[config.mk]
export PLATFORM = sky130hd
export DESIGN_NAME = fpa_front
export DESIGN_NICKNAME = d
export VERILOG_FILES = /design/src/rtl/fixed_point_calculator_alu_assert.svh /design/src/rtl/fpa_pkg.sv /design/src/rtl/fpa_front.sv
export SDC_FILE = /design/constraint.sdc
export NUM_CORES = 1
export LEC_CHECK = 0
export BUFFER_PORTS_ARGS = -buffer_cell sky130_fd_sc_hd__buf_2
export CAP_MARGIN = 20
export CORE_UTILIZATION = 45
export CTS_CLUSTER_SIZE = 28
export DETAILED_ROUTE_END_ITERATION = 7
export GPL_TIMING_DRIVEN = 0
export PLACE_DENSITY = 0.67
export SLEW_MARGIN = 20
export SYNTH_ARGS = -nofsm -noshare
export SYNTH_HDL_FRONTEND = slang
export SYNTH_SLANG_ARGS = --single-unit
[constraint.sdc]
create_clock -name clk -period 7.25 [get_ports clk]
set_clock_uncertainty 0.15 [all_clocks]
set_input_delay 1.0875 -clock clk [delete_from_list [all_inputs] [get_ports clk]]
set_output_delay 1.0875 -clock clk [all_outputs]
set_load 0.01 [all_outputs]
[src/rtl/fixed_point_calculator_alu_assert.svh]
// Assertion macros used by rtl/fixed_point_calculator_alu.sv.
`ifndef FIXED_POINT_CALCULATOR_ALU_ASSERT_SVH
`define FIXED_POINT_CALCULATOR_ALU_ASSERT_SVH

`ifndef SYNTHESIS

// Same-cycle implication, disabled while in reset.
`define FPA_ASSERT_IMP(lbl, clk, rst_n, ante, cons, msg) \
  lbl: assert property (@(posedge clk) disable iff (!rst_n) (ante) |-> (cons)) \
    else $error(msg);

// Next-cycle implication, disabled while in reset.
`define FPA_ASSERT_NXT(lbl, clk, rst_n, ante, cons, msg) \
  lbl: assert property (@(posedge clk) disable iff (!rst_n) (ante) |=> (cons)) \
    else $error(msg);

`else

`define FPA_ASSERT_IMP(lbl, clk, rst_n, ante, cons, msg)

`define FPA_ASSERT_NXT(lbl, clk, rst_n, ante, cons, msg)

`endif

`endif

[src/rtl/fpa_pkg.sv]
package fpa_pkg;

  localparam int OP_W   = 3;
  localparam int ST_W   = 3;
  localparam int FIELD_W = 32;
  localparam int DEG_HALF_TURN = 180;

  typedef enum logic [OP_W-1:0] {
    OP_ADD  = 3'd0,
    OP_SUB  = 3'd1,
    OP_MUL  = 3'd2,
    OP_DIV  = 3'd3,
    OP_MOD  = 3'd4,
    OP_SQRT = 3'd5,
    OP_DEG  = 3'd6,
    OP_INV  = 3'd7
  } op_t;

  typedef enum logic [ST_W-1:0] {
    ST_OK      = 3'd0,
    ST_DIVZ    = 3'd1,
    ST_INV     = 3'd2,
    ST_SAT     = 3'd3,
    ST_NEGROOT = 3'd4
  } st_t;

  // Control that travels with each transaction down the cell row.
  typedef struct packed {
    logic vld;
    op_t  op;
    logic neg;
    st_t  st;
  } ctl_t;

endpackage

[src/rtl/fpa_front.sv]
module fpa_front import fpa_pkg::*; #(
  parameter int W = 32,
  parameter int F = 16
) (
  input  logic                   clk,
  input  logic                   rst_n,
  input  logic                   en,
  input  logic                   in_vld,
  input  logic [OP_W-1:0]        in_op,
  input  logic [FIELD_W-1:0]     in_a,
  input  logic [FIELD_W-1:0]     in_b,
  output ctl_t                   ctl_o,
  output logic [W-1:0]           ma_o,
  output logic [W-1:0]           mb_o,
  output logic [W-1:0]           dvs_o,
  output logic [W+F-1:0]         dnum_o,
  output logic [W+F+((W+F)%2)-1:0] srad_o,
  output logic [W-1:0]           res_o
);

  localparam int N  = W + F;
  localparam int NR = N + (N % 2);

  logic [W-1:0]  a, b, ma, mb, sum, dif, sb, res;
  logic          na, nb, ovf_add, ovf_sub;
  op_t           op;
  ctl_t          ctl_nxt, ctl_r;
  logic [W-1:0]  ma_r, mb_r, dvs_r, res_r, dvs_nxt;
  logic [N-1:0]  dnum_r, dnum_nxt;
  logic [NR-1:0] srad_r;

  assign op = op_t'(in_op);
  assign a  = W'(in_a);
  assign b  = W'(in_b);
  assign na = a[W-1];
  assign nb = b[W-1];
  assign ma = na ? (~a + 1'b1) : a;
  assign mb = nb ? (~b + 1'b1) : b;
  assign sb = {1'b1, {(W-1){1'b0}}};

  assign sum     = a + b;
  assign dif     = a - b;
  assign ovf_add = ~(a[W-1] ^ b[W-1]) & (sum[W-1] ^ a[W-1]);
  assign ovf_sub =  (a[W-1] ^ b[W-1]) & (dif[W-1] ^ a[W-1]);

  always_comb begin
    ctl_nxt.vld = in_vld;
    ctl_nxt.op  = op;
    ctl_nxt.neg = 1'b0;
    ctl_nxt.st  = ST_OK;
    res         = '0;
    unique case (op)
      OP_ADD: begin
        res        = ovf_add ? (na ? sb : sb - 1'b1) : sum;
        ctl_nxt.st = ovf_add ? ST_SAT : ST_OK;
      end
      OP_SUB: begin
        res        = ovf_sub ? (na ? sb : sb - 1'b1) : dif;
        ctl_nxt.st = ovf_sub ? ST_SAT : ST_OK;
      end
      OP_MUL: ctl_nxt.neg = na ^ nb;
      OP_DIV: begin
        ctl_nxt.neg = na ^ nb;
        ctl_nxt.st  = (mb == '0) ? ST_DIVZ : ST_OK;
      end
      OP_MOD: begin
        ctl_nxt.neg = na;
        ctl_nxt.st  = (mb == '0) ? ST_DIVZ : ST_OK;
      end
      OP_SQRT: ctl_nxt.st  = na ? ST_NEGROOT : ST_OK;
      OP_DEG:  ctl_nxt.neg = na;
      default: ctl_nxt.st  = ST_INV;
    endcase
  end

  assign dvs_nxt  = (op == OP_DEG) ? W'(DEG_HALF_TURN) : mb;
  assign dnum_nxt = (op == OP_DIV) ? (N'(ma) << F) : N'(ma);

  always_ff @(posedge clk) begin
    if (!rst_n) begin
      ctl_r.vld <= 1'b0;
    end else if (en) begin
      ctl_r.vld <= ctl_nxt.vld;
    end
  end

  always_ff @(posedge clk) begin
    if (en) begin
      ctl_r.op  <= ctl_nxt.op;
      ctl_r.neg <= ctl_nxt.neg;
      ctl_r.st  <= ctl_nxt.st;
      ma_r      <= ma;
      mb_r      <= mb;
      dvs_r     <= dvs_nxt;
      dnum_r    <= dnum_nxt;
      srad_r    <= NR'(ma) << F;
      res_r     <= res;
    end
  end

  assign ctl_o  = ctl_r;
  assign ma_o   = ma_r;
  assign mb_o   = mb_r;
  assign dvs_o  = dvs_r;
  assign dnum_o = dnum_r;
  assign srad_o = srad_r;
  assign res_o  = res_r;

endmodule

==> metrics <==
run status=completed; Crit-path slowest cell=a2111oi_1; initial antenna violation count=2; Post-synth EDFFs=183; period utilization=94.81%; worst path arrival time=6900 ps; top cells by count, synth=edfxtp_1, nor2_1, inv_1; IO Port Bufs=286; Cells after Synth=1265; cell-internal power=2.124 mW; Syn Area/Cell=9.671 sq um; final setup TNS=0 ps; startpoint types=input port; Pre-antenna DRT Iters=6; final WL=41190 um; CORE AREA=26350 sq um; worst-path cell chain=buf_2, inv_1, ha_1, clkbuf_1, and4_1, nand3_1, a211oi_1, o31ai_1, a2111oi_1, o21ai_0, a21o_1, nand2b_1, a311oi_1, fa_1, o21ai_0, clkbuf_2, clkbuf_1, nor2_1, o21ai_0; Worst Path Required=7280 ps; Yosys warning count=0; area leader, netlist=edfxtp_1; Hold Crit Class=register to register; largest net degree at the start of global routing=78; fill count=2385; sw frac=33.62%; post-synth cell types=69; CTS sink cnt=184; layout cells sized above 1=24.25%; clock-pin transition on the worst setup and hold timing paths=80 ps; Max Cap Violations=0; global-route wire length before repair=60580 um; total CTS buffers=17; Hold Vio Cnt, Final=0; Tot GR Track Use=28.81%; drt drc=0; Max Clk Rate=145.5 MHz; row cnt=59; CP peak stage delay=620 ps; switching pwr=1.076 mW; CTS tree=built; Synth area leaders=edfxtp_1, ha_1, xnor2_1; die area=27850 sq um; Static Leak=6.391 nW; Die Wd=166.9 um; clk root buf=clkbuf_16; Yosys top cell area share=44.92%; wire length per cell=21.25 um; Final setup viols=0; crit path time final=6874 ps; Worst Setup Slack, final=376.5 ps; CP dominant cell by count=o21ai_0; DP HPWL=32130 um; ys flop type=edfxtp_1; relative slew slack=28.86%; hold buffer count at CTS=0; Clock Path Buffers=2; vias in the first global route=10190; Design Power=3.199 mW; grt ovf=0; First DRT Iteration DRCs=1033; starting density of the core=46.42%; peak supply drop=128.9 uV; Final Max Slew Viols=0; area added between synthesis and finish=21.34%; IO Pins=303; number of setup buffers added after CTS=0; layout net count=1726; worst-path fanout max=10; gpl congestion=0.9470; dpl ws=-178.5 ps; Clk Latency, worst-skew pair=430 ps; Comb pwr share=27.0%; fraction of registers with async set/reset=0%; Post-Layout Cell Count=1938; Routed Antenna Nets=0; Crit. End Element=register; most frequent cell after synthesis=edfxtp_1; PD cells=215.5 nW/um^2; Clock Power Share=31.5%; worst hold slack=388.8 ps; sequential power share=41.5%; H-tree depth=4; die height=166.9 um; critical path type=input port to register; Worst Max-Slew Pin Slew=1064 ps; Yosys reg bits=184; synthesized area=12230 sq um; Cells after DPL=1903; unrepaired setup endpoints after global routing=false; post-synthesis sequential area ratio=45.08%; routed vias=10970; drt via density=5.663
## per-stage QoR
step | utilization, % | instance area [sq um]
after floorplan | - | 12290
after global placement | 53.66 | 14140
after detailed placement | 53.91 | 14210
after CTS | 56.29 | 14840
after global routing | 56.31 | 14840
final | 56.33 | 14850
## power by group through the flow
stage                     clock [mW]  combinational [mW]  sequential [mW]
final                           1.01               0.864             1.33
after global routing            1.05               0.931             1.34
after CTS                       1.02               0.856             1.33
after detailed placement           0               0.852             1.35
after global placement             0               0.842             1.36
after floorplan                    0               0.448             1.41
## state kept, by name, summed over array words and instances (netlist names)
register and count:
dnum_o 48, dvs_o 32, ma_o 32, mb_o 32, res_o 32, ctl_o 8
## layout by cell type (no fill, tap or decap), types with 14 or more instances in the layout
cell,instances
o31ai_1,29
clkbuf_1,45
a21oi_1,73
ha_1,65
o21bai_1,16
nor2_1,142
nand3_1,24
nor4_1,19
clkbuf_16,17
buf_4,48
nor3_1,24
buf_2,288
o21ai_0,97
nand4_1,14
nand2_1,50
edfxtp_1,183
conb_1,16
xor2_1,30
mux2i_1,18
xnor2_1,72
inv_1,104
a21o_1,18
nand2b_1,16
and2_1,21
## what timing repair did
item	CTS	global route
endpoints found under the hold margin	0	0
setup endpoints to repair	0	9
resized for setup	0	3
## area by class of cell
class                           count  area [sq um]  share of cell area, %
Clock buffer                       17         425.4                  2.866
Timing Repair Buffer              288          1496                  10.08
Sequential cell                   184          5515                  37.15
Antenna cell                        3         7.507                0.05057
Multi-Input combinational cell    889          5817                  39.18
Clock inverter                     15         202.7                  1.365
Buffer                            100         560.5                  3.776
Inverter                          107         401.6                  2.705
Tap cell                          335         419.2                  2.823
## critical path: cells and delay by family
kind	cells	cell delay, ps
simple gates	4	640
fa+ha+maj	2	810
compound gates	8	2750
buf+inv	5	1610
## path summary, 6_finish.rpt
| check | cells past startpoint | slack [ps] | from | end |
|---|---|---|---|---|
| min | 2 | 390 | ctl_o[7] | ctl_o[7] |
| max | 19 | 380 | in_b[9] | res_o[2] |
| max reg2reg | 2 | 6500 | ctl_o[7] | ctl_o[7] |
| min reg2reg | 2 | 390 | ctl_o[7] | ctl_o[7] |
## metal layers
| metal | GRT usage [%] | share of wire, % | wire, um |
|---|---|---|---|
| met5 | 0 | 0.029 | 12 |
| met1 | 35.78 | 40 | 16430 |
| met4 | 9.420 | 2.8 | 1134 |
| met2 | 51.37 | 50 | 20700 |
| met3 | 3.874 | 7.1 | 2919 |
## kinds of logic after synthesis
kind of cell | Yosys count | synth area share [%]
simple gates | 373 | 15.15
compound gates | 310 | 15.75
buf+inv | 207 | 7.854
flops | 184 | 45.08
xor+xnor | 103 | 7.435
fa+ha+maj | 68 | 7.138
mux | 19 | 1.565
other cells | 1 | 0.03065
Note: power is estimated with default switching activity, not from simulation.
