### src/rtl/fixed_point_calculator_alu_assert.svh
// Assertion macros used by rtl/fixed_point_calculator_alu.sv.
`ifndef FIXED_POINT_CALCULATOR_ALU_ASSERT_SVH
`define FIXED_POINT_CALCULATOR_ALU_ASSERT_SVH

`ifndef SYNTHESIS

// Same-cycle implication, disabled while in reset.
`define FPA_ASSERT_IMP(lbl, clk, rst_n, ante, cons, msg) \
  lbl: assert property (@(posedge clk) disable iff (!rst_n) (ante) |-> (cons)) \
    else $error(msg);

// Next-cycle implication, disabled while in reset.
`define FPA_ASSERT_NXT(lbl, clk, rst_n, ante, cons, msg) \
  lbl: assert property (@(posedge clk) disable iff (!rst_n) (ante) |=> (cons)) \
    else $error(msg);

`else

`define FPA_ASSERT_IMP(lbl, clk, rst_n, ante, cons, msg)

`define FPA_ASSERT_NXT(lbl, clk, rst_n, ante, cons, msg)

`endif

`endif

### src/rtl/fpa_pkg.sv
package fpa_pkg;

  localparam int OP_W   = 3;
  localparam int ST_W   = 3;
  localparam int FIELD_W = 32;
  localparam int DEG_HALF_TURN = 180;

  typedef enum logic [OP_W-1:0] {
    OP_ADD  = 3'd0,
    OP_SUB  = 3'd1,
    OP_MUL  = 3'd2,
    OP_DIV  = 3'd3,
    OP_MOD  = 3'd4,
    OP_SQRT = 3'd5,
    OP_DEG  = 3'd6,
    OP_INV  = 3'd7
  } op_t;

  typedef enum logic [ST_W-1:0] {
    ST_OK      = 3'd0,
    ST_DIVZ    = 3'd1,
    ST_INV     = 3'd2,
    ST_SAT     = 3'd3,
    ST_NEGROOT = 3'd4
  } st_t;

  // Control that travels with each transaction down the cell row.
  typedef struct packed {
    logic vld;
    op_t  op;
    logic neg;
    st_t  st;
  } ctl_t;

endpackage

### src/rtl/fpa_back.sv
module fpa_back import fpa_pkg::*; #(
  parameter int W = 32,
  parameter int F = 16
) (
  input  ctl_t                         ctl_i,
  input  logic [2*W-1:0]               acc_i,
  input  logic [W-1:0]                 drem_i,
  input  logic [W+F-1:0]               dquo_i,
  input  logic [(W+F+((W+F)%2))/2-1:0] sroot_i,
  input  logic [W-1:0]                 res_i,
  output logic [W-1:0]                 val_o,
  output st_t                          st_o
);

  localparam int N  = W + F;
  localparam int MW = (2 * W > N) ? 2 * W : N;

  logic [MW-1:0] mag, lim;
  logic [W-1:0]  m;

  assign lim = ctl_i.neg ? MW'({1'b1, {(W-1){1'b0}}}) : MW'({1'b0, {(W-1){1'b1}}});

  always_comb begin
    mag = '0;
    unique case (ctl_i.op)
      OP_MUL:         mag = MW'(acc_i >> F);
      OP_DIV, OP_DEG: mag = MW'(dquo_i);
      OP_MOD:         mag = MW'(drem_i);
      OP_SQRT:        mag = MW'(sroot_i);
      default:        mag = '0;
    endcase
  end

  always_comb begin
    m     = '0;
    val_o = '0;
    st_o  = ctl_i.st;
    if (ctl_i.op == OP_ADD || ctl_i.op == OP_SUB) begin
      val_o = res_i;
    end else if (ctl_i.st == ST_OK) begin
      // Clamp to the signed limit on the side of the result.
      if (mag > lim) begin
        m    = W'(lim);
        st_o = ST_SAT;
      end else begin
        m = W'(mag);
      end
      val_o = ctl_i.neg ? (~m + 1'b1) : m;
    end
  end

endmodule

### config.mk
export PLATFORM = sky130hd
export DESIGN_NAME = fpa_back
export DESIGN_NICKNAME = d
export VERILOG_FILES = /design/src/rtl/fixed_point_calculator_alu_assert.svh /design/src/rtl/fpa_pkg.sv /design/src/rtl/fpa_back.sv
export SDC_FILE = /design/constraint.sdc
export NUM_CORES = 1
export LEC_CHECK = 0
export BUFFER_PORTS_ARGS = -buffer_cell sky130_fd_sc_hd__buf_2
export CAP_MARGIN = 20
export CORE_MARGIN = 2
export CORE_UTILIZATION = 46
export DETAILED_ROUTE_END_ITERATION = 12
export GPL_ROUTABILITY_DRIVEN = 0
export PLACE_DENSITY_LB_ADDON = 0.3
export SLEW_MARGIN = 20
export SYNTH_ARGS = -nofsm -noshare
export SYNTH_HDL_FRONTEND = slang
export SYNTH_SLANG_ARGS = --single-unit
### constraint.sdc
create_clock -name vclk -period 14.1
set_input_delay 3.525 -clock vclk [all_inputs]
set_output_delay 3.525 -clock vclk [all_outputs]
set_load 0.01 [all_outputs]
==> metrics.md, run 1 <==
| Metric | Value |
|---|---|
| Status | `complete, no violations` |
| Core ar. | `8260 sq um` |
| Synth cell types | `75` |
| Startpoint Class | `primary input` |
| Synth Net Count | `815` |
| I/O pins | `approximately 240` |
| DR DRC count | `0` |
| WL/cell | `16.8 microns` |
| DRT iter0 DRCs | `between 200 and 300` |
| Vias/cell | `slightly above 6` |
| Pins over their slew limit | `0` |
| Post-CTS sizing | `0` |
| Sequential fraction of the synthesis area | `0%` |
| Worst path arrival time | `9840 ps` |
| Flip-flop and latch area | `0 sq um` |
| Final hold violation count | `0` |
| Detail Placement HPWL | `12,100 microns` |
| Yosys warns | `0` |
| Worst path cell trace | `buf_2 -> nor2b_1 -> o2bb2ai_1 -> nand2_1 -> o21ai_0 -> ha_1 -> nand4_1 -> nor4_1 -> nand3_1 -> and2_1 -> a221oi_4 -> buf_4 -> nor2_1 -> a21o_1 -> ha_1 -> o211ai_1 -> o22ai_2 -> nand4_2 -> nor3_4 -> and4_1 -> or4_1 -> o31ai_2 -> buf_2` |
| Largest net degree at the start of global routing | `51` |
| Switch share | `slightly below 60%` |
| Most frequent cells in the layout | `buf_2 (226), nand2_1 (62), mux2i_1 (52), inv_1 (36), nor2_1 (36)` |
| Share of layout cells above drive strength 1 | `a little over a third` |
| Maximum vdd drop | `between 15 and 20 uV` |
| Worst Tran Pin Value | `about 950 ps` |
| Yosys top cell area share | `around an eighth` |
| Final period utilization | `94.8%` |
| Area contributors post-synth | `mux2i_1 (13%), ha_1 (10%), nand2_1 (5.9%), a21oi_1 (4.3%), o21ai_0 (4.1%)` |
| Crit Path Class | `primary input to primary output` |
| WL final | `approximately 15,000 microns` |
| Min-Delay Path Class | `primary input to primary output` |
| Worst-path fanout max | `50` |
| Maxcap violations | `0` |
| Die width | `96.6 microns` |
| Combinational power share | `100.0%` |
| Via count | `5,381` |
| Layout Nets | `1,012` |
| Seq_cells | `0` |
| Min Hold Slack | `7270 ps` |
| Commonest non-fill, non-tap cell in the layout | `buf_2` |
| Final min period | `~13,000 ps` |
| Mapped Area | `about 3900 sq um` |
| Cell Rows | `33` |
| Die area | `9320 sq um` |
| Clock power share | `0%` |
| Internal | `78.0 uW` |
| Initial antenna violation count | `0` |
| Total power draw | `187 uW` |
| Overflow after GRT | `0` |
| # clk buffers | `0` |
| Post-CTS Hold Fix Bufs | `0` |
| # setup viols final | `0` |
| Syn_area_per_cell | `6.86 sq um` |
| Crit path capture type | `primary output` |
| Hold depth | `2` |
| Fmax | `0.0748 GHz` |
| Pre-antenna DRT Iters | `4` |
| Total negative slack | `0 ps` |
| Cells after Synth | `about 570` |
| Postcts setup bufs | `0` |
| Cell area after layout | `roughly 5100 sq um` |
| Synth-to-Final Area Change | `28.4%` |
| First-pass GRT wire length | `between 20,000 and 25,000 microns` |
| Relative slew slack | `36.9%` |
| Max incr delay on CP | `760 ps` |
| Routed Antenna Nets | `0` |
| # diodes | `0` |
| Worst Path Required | `10,570 ps` |
| Starting Density | `47.7%` |
| Area after DPL | `5060 sq um` |
| Sw Pwr | `109 uW` |
| Power per cell area | `37.0 nW/um^2` |
| Leakage | `0.00266 uW` |
| Area leader, netlist | `mux2i_1` |
| Sequential group share of total power | `0%` |
| Gr usage total | `30.4%` |
| Vias in the first global route | `5,114` |
| Worst path slowest cell | `nor2b_1` |
| Buffers on Ports | `226` |
| Unrepaired setup endpoints after global routing | `no` |
| Die Ht | `96.6 microns` |
| Final core occ | `61.3%` |
## power groups by stage
stage | clock [uW] | combinational [uW] | sequential [uW]
after floorplan | 0 | 120 | 0
after global placement | 0 | 178 | 0
after detailed placement | 0 | 184 | 0
after CTS | 0 | 185 | 0
after global routing | 0 | 206 | 0
final | 0 | 187 | 0
## worst max-delay path, delay by kind of cell
| kind | cells | cell delay (ps) |
|---|---|---|
| fa+ha+maj | 2 | 530 |
| buf+inv | 3 | 1270 |
| simple gates | 11 | 2930 |
| compound gates | 7 | 1550 |
## cells in the mapped netlist (4+ instances only)
| cell | instances |
|---|---|
| nand2_1 | 62 |
| mux2i_1 | 52 |
| nor2_1 | 37 |
| inv_1 | 36 |
| a21oi_1 | 34 |
| ha_1 | 33 |
| o21ai_0 | 32 |
| clkbuf_1 | 21 |
| nor3_1 | 16 |
| a22o_1 | 15 |
| nand3_1 | 15 |
| nor4_1 | 13 |
| o2bb2ai_1 | 13 |
| buf_2 | 11 |
| a21o_1 | 10 |
| o221ai_1 | 10 |
| nand4_1 | 9 |
| a211oi_1 | 8 |
| a22oi_1 | 8 |
| mux2_2 | 8 |
| nand2b_1 | 7 |
| a31oi_1 | 6 |
| o21bai_1 | 6 |
| a311oi_1 | 5 |
| a32o_1 | 5 |
| and2_1 | 5 |
| and3_1 | 5 |
| buf_6 | 5 |
| o211ai_1 | 5 |
| o21ai_1 | 5 |
| o31ai_1 | 5 |
| o22ai_1 | 4 |
| xor2_1 | 4 |
## metrics by stage
| stage | worst slack (ps) | cells |
|---|---|---|
| detailed placement | 874 | 874 |
| global placement | 1060 | 874 |
| floorplan | 1810 | 574 |
| finish | 732 | 874 |
| global route | 264 | 874 |
| CTS | 852 | 874 |
## cells by family after synthesis
family | count (synthesis) | synth area share [%]
compound gates | 201 | 36.8
xor+xnor | 6 | 1.33
fa+ha+maj | 33 | 10.5
buf+inv | 79 | 9.62
mux | 61 | 15.9
simple gates | 194 | 25.8
## path summary, 6_finish.rpt
path,start,end,slack (ps)
max,ctl_i[5],val_o[24],730
min,ctl_i[2],st_o[2],7270
## layout make-up
type | count | area [sq um]
Fill cell | 787 | 3200
Inverter | 37 | 139
Multi-Input combinational cell | 495 | 3570
Tap cell | 105 | 131
Timing Repair Buffer | 237 | 1210
## layer usage
layer	share of wire (%)	track usage [%]	vias up
met5	0	0	-
met4	3.8	12.0	0
met3	7.9	2.56	46
met2	51	59.5	274
met1	37	33.3	2448
li1	-	-	2613
Note: power is estimated with default switching activity, not from simulation.
==> inputs of run 2 (changes only) <==
--- a/config.mk
+++ b/config.mk
@@ -5,13 +5,13 @@
 export SDC_FILE = /design/constraint.sdc
 export NUM_CORES = 1
 export LEC_CHECK = 0
+export ABC_AREA = 1
 export BUFFER_PORTS_ARGS = -buffer_cell sky130_fd_sc_hd__buf_2
 export CAP_MARGIN = 20
-export CORE_MARGIN = 2
-export CORE_UTILIZATION = 46
+export CORE_AREA = 2 2 94 96
 export DETAILED_ROUTE_END_ITERATION = 12
-export GPL_ROUTABILITY_DRIVEN = 0
-export PLACE_DENSITY_LB_ADDON = 0.3
+export DIE_AREA = 0 0 96 98
+export PLACE_DENSITY = 0.86
 export SLEW_MARGIN = 20
 export SYNTH_ARGS = -nofsm -noshare
 export SYNTH_HDL_FRONTEND = slang
==> metrics.md, run 2 <==
| Metric | Value |
|---|---|
| Postcts setup bufs | `0` |
| I/O pins | `243` |
| Post-CTS sizing | `0` |
| Seq_cells | `0` |
| Worst Path Required | `roughly 11,000 ps` |
| Most frequent cells after synthesis | `nand2_1 (316), nor2_1 (62), nand3_1 (48)` |
| Non-filler cells, final | `roughly 990` |
| Worst Tran Pin Value | `811 ps` |
| Yosys warns | `0` |
| Die width | `96 microns` |
| Startpoint Class | `primary input` |
| # clk buffers | `0` |
| Share of layout cells above drive strength 1 | `29.9%` |
| Crit path capture type | `primary output` |
| Final period utilization | `between 80% and 90%` |
| Most frequent cells in the layout | `nand2_1 (316), buf_2 (226), nor2_1 (61), nand3_1 (48), inv_1 (43)` |
| Worst-path fanout max | `63` |
| RePlAce Congestion | `0.928` |
| Min-Delay Path Class | `primary input to primary output` |
| Area leader, netlist | `nand2_1` |
| Synth Net Count | `approximately 920` |
| Commonest non-fill, non-tap cell in the layout | `nand2_1` |
| Cells after Synth | `680` |
| Total negative slack | `0 ps` |
| Unrepaired setup endpoints after global routing | `no` |
| Mapped Area | `3320 sq um` |
| Post-Place Worst Slack | `roughly 2400 ps` |
| Vias/cell | `5.12` |
| DRT iter0 DRCs | `404` |
| WL final | `12,400 microns` |
| First-pass GRT wire length | `19,400 microns` |
| Power per cell area | `between 30 and 40 nW/um^2` |
| Routed Antenna Nets | `0` |
| Syn_area_per_cell | `4.88 sq um` |
| Flip-flop and latch area | `0 sq um` |
| Pins over their slew limit | `0` |
| Core ar. | `8470 sq um` |
| Via count | `between 5,000 and 6,000` |
| WL/cell | `12.5 microns` |
| Final Worst Setup Slack | `approximately 2400 ps` |
| Min Hold Slack | `around 7300 ps` |
| Vias in the first global route | `4,591` |
| Gr usage total | `24.8%` |
| Largest net degree at the start of global routing | `64` |
| Maxcap violations | `0` |
| Overflow after GRT | `0` |
| Synth-to-Final Area Change | `34.8%` |
| Yosys top cell area share | `~36%` |
| Relative slew slack | `45.6%` |
| Cell Rows | `34` |
| Detail Placement HPWL | `10,200 microns` |
| Most frequent cell after synthesis | `nand2_1` |
| Area contributors post-synth | `nand2_1 (36%), ha_1 (12%), nand3_1 (7.2%), nor2_1 (7.0%), nand4_1 (6.8%)` |
| Fmax | `0.0853 GHz` |
| Synth cell types | `36` |
| Final min period | `11,720 ps` |
| # setup viols final | `0` |
| Initial antenna violation count | `0` |
| DR DRC count | `0` |
| Buffers on Ports | `around 230` |
| Pre-antenna DRT Iters | `5` |
| Leakage | `0.00269 uW` |
| Die area | `9410 sq um` |
| Post-CTS Hold Fix Bufs | `0` |
| Sequential fraction of the synthesis area | `0%` |
| Final hold violation count | `0` |
| Maximum vdd drop | `about 21 uV` |
| Crit Path Class | `primary input to primary output` |
| Layout Nets | `1,125` |
| Total power draw | `176 uW` |
| Die Ht | `~100 microns` |
| Worst path arrival time | `8200 ps` |
| Hold depth | `2` |
| DP Cell Count | `between 900 and 1,000` |
| Status | `complete, no violations` |
| Starting Density | `39.2%` |
==> run 2: changes by cell type after synthesis, moves of 13 or more <==
cell | previous run | this run
nand4_1 | 9 | 36
nor2_1 | 37 | 62
o2bb2ai_1 | 13 | 0
nand3_1 | 15 | 48
a22o_1 | 15 | 0
nor4_1 | 13 | 0
mux2i_1 | 52 | 0
nand2_1 | 62 | 316
==> run 2: stage by stage <==
stage | instance area, sq um | utilization (%)
final | 4470 | 52.8
after global routing | 4470 | 52.8
after CTS | 4470 | 52.8
after detailed placement | 4470 | 52.8
after global placement | 4470 | 52.8
after floorplan | 3320 | -
==> run 2: final cells by class <==
class	count	area (sq um)
fill	937	4000
multi-input combinational	602	2980
timing repair buffer	230	1160
inverter	50	188
tap	108	135
antenna	1	2.50
==> run 2: layer usage <==
metal / wire (microns) / track usage [%]
met5: 0 / 0
met4: 213 / 5.49
met3: 1050 / 2.62
met2: 6020 / 46.5
met1: 5110 / 29.6
==> run 2: kinds of logic after synthesis <==
group / Yosys count / synth area share (%)
adder cells (fa/ha/maj): 33 / 12.5
AO/OA/AOI/OAI: 74 / 13.0
AND/OR/NAND/NOR: 495 / 64.3
buffers and inverters: 78 / 10.3
==> run 2: worst max-delay path: stages <==
cell and delay (ps):
buf_2 70, buf_4 540, inv_1 430, ha_1 430, nand2_1 70, nor2_1 130
nand2_1 100, nor2_1 170, nand2_1 90, nand3_2 100, nand3_2 630, nand2_1 380
inv_1 120, ha_1 230, nand2_1 100, nor2_2 50, nand2_1 130, inv_2 80
nand2_1 90, nand2_1 90, a21oi_1 210, o21ai_0 180, nand2_1 80, buf_2 120
==> run 2: final timing paths <==
path,slack (ps),to,from
hold / removal,7250,st_o[2],ctl_i[2]
setup / recovery,2380,val_o[10],ctl_i[3]
==> run 2: where the power goes <==
part            total, uW  switching, uW  internal, uW
Sequential              0              0             0
Clock          0.00000958              0    0.00000957
Combinational         176            109          67.0
==> inputs of run 3 (changes only) <==
==> constraint.sdc (replaced) <==
create_clock -name vclk -period 11.9
set_input_delay 2.975 -clock vclk [all_inputs]
set_output_delay 2.975 -clock vclk [all_outputs]
set_load 0.01 [all_outputs]
==> metrics.md, run 3 (same netlist as run 2, synthesis figures left out) <==
| Metric | Value |
|---|---|
| Clock power share | `0%` |
| Power per cell area | `between 40 and 50 nW/um^2` |
| Vias/cell | `5.09` |
| Die area | `9410 sq um` |
| Worst path depth | `29` |
| Sequential group share of total power | `0%` |
| Final period utilization | `87.2%` |
| Total negative slack | `0 ps` |
| Die Ht | `about 100 microns` |
| Fmax | `0.0964 GHz` |
| Sw Pwr | `around 130 uW` |
| Flip-flop and latch area | `0 sq um` |
| Area of the multi-input gates | `2980 sq um` |
| RePlAce Congestion | `~0.9` |
| Combinational power share | `100.0%` |
| Final core occ | `52.9%` |
| Most frequent cells in the layout | `nand2_1 (316), buf_2 (226), nor2_1 (61), nand3_1 (48), inv_1 (43)` |
| WL/cell | `12.2 microns` |
| Met3 wire len | `between 1000 and 1500 microns` |
| Metal1 wirelength | `between 4000 and 5000 microns` |
| Crit. Startpoint | `ctl_i[5]` |
| Largest net degree at the start of global routing | `47` |
| Leakage | `~0.0027 uW` |
| # setup viols final | `0` |
| Gr usage total | `24.5%` |
| Top delay family on crit path | `simple AND/OR/NAND/NOR gates` |
| DR DRC count | `0` |
| Pre-antenna DRT Iters | `5` |
| Final hold violation count | `0` |
| Highest metal used | `met4` |
| Crit path capture | `val_o[30]` |
| Maximum vdd drop | `24.4 uV` |
| Met2 wire len | `between 5000 and 6000 microns` |
| Unrepaired setup endpoints after global routing | `no` |
| Crit Path Class | `primary input to primary output` |
| Postcts setup bufs | `0` |
| Status | `complete, no violations` |
| Total power draw | `about 210 uW` |
| Layout Nets | `1,126` |
| Starting Density | `around two fifths` |
| Die width | `96 microns` |
| Vias in the first global route | `4,457` |
| Commonest non-fill, non-tap cell in the layout | `nand2_1` |
| Maxcap violations | `0` |
| Relative slew slack | `46.0%` |
| Max incr delay on CP | `560 ps` |
| First-pass GRT wire length | `between 15,000 and 20,000 microns` |
| Post-CTS sizing | `0` |
| Startpoint Class | `primary input` |
| Post-CTS Hold Fix Bufs | `0` |
| Pins over their slew limit | `0` |
| Min-Delay Path Class | `primary input to primary output` |
| I/O pins | `243` |
| Final min period | `10,380 ps` |
| Seq_cells | `0` |
| Core ar. | `8470 sq um` |
| Buffers on Ports | `226` |
| WL final | `about 12,000 microns` |
| Synth-to-Final Area Change | `35.1%` |
| Via count | `5,054` |
| Routed Antenna Nets | `0` |
| Share of layout cells above drive strength 1 | `30.0%` |
| # clk buffers | `0` |
| DRT iter0 DRCs | `279` |
| Worst path arrival time | `7400 ps` |
| Detail Placement HPWL | `10,100 microns` |
| Worst-path fanout max | `43` |
| Cell area after layout | `around 4500 sq um` |
| Area after DPL | `between 4000 and 5000 sq um` |
| Cell Rows | `34` |
| Worst path slowest cell | `nor3b_4` |
| Worst Path Required | `~8900 ps` |
| Critical path's most frequent cell | `nand2_1` |
| Switch share | `between 60% and 70%` |
| Overflow after GRT | `0` |
| CP Buf/Inv Count | `6` |
| Fillcell total | `between 900 and 1,000` |
| Crit path capture type | `primary output` |
| Initial antenna violation count | `1` |
| Internal | `79.6 uW` |
| Worst Tran Pin Value | `just over 800 ps` |
==> run 3: cell count changes in the layout (fill, tap and decap cells not counted) <==
cell,change
buf_4,+1
==> run 3: layout make-up <==
type               instances  area share, %
multi-input cells        602           66.6
repair buffers           231           26.1
inverters                 50           4.19
well taps                108           3.02
diodes                     1         0.0559
==> run 3: power by group through the flow <==
stage | clock network (uW) | registers, uW | logic (uW)
CTS | 0 | 0 | 207
global placement | 0 | 0 | 203
global route | 0 | 0 | 239
floorplan | 0 | 0 | 140
finish | 0.0000113 | 0 | 207
detailed placement | 0 | 0 | 206
==> run 3: layer usage <==
layer | GRT usage [%] | vias up
met5 | 0 | -
met4 | 4.51 | 0
met3 | 3.16 | 16
met2 | 45.5 | 226
met1 | 29.7 | 2173
li1 | - | 2639
==> run 3: worst min-delay path by stage <==
stage / startpoint / endpoint / slack (ps) / depth (start not counted)
2_1_floorplan: ctl_i[2] / st_o[2] / 6050 / 1
3_3_place_gp: ctl_i[2] / st_o[2] / 6150 / 2
5_1_grt: ctl_i[2] / st_o[2] / 6180 / 2
4_1_cts: ctl_i[2] / st_o[2] / 6150 / 2
6_report: ctl_i[2] / st_o[2] / 6150 / 2
3_5_place_dp: ctl_i[2] / st_o[2] / 6150 / 2
==> run 3: per-stage QoR <==
step | setup WS [ps] | hold slack [ps] | cells
6_report | 1520 | 6150 | 992
5_1_grt | 1020 | 6180 | 991
4_1_cts | 1560 | 6150 | 991
3_5_place_dp | 1570 | 6150 | 991
3_3_place_gp | 1620 | 6150 | 991
2_1_floorplan | 2730 | 6050 | 680
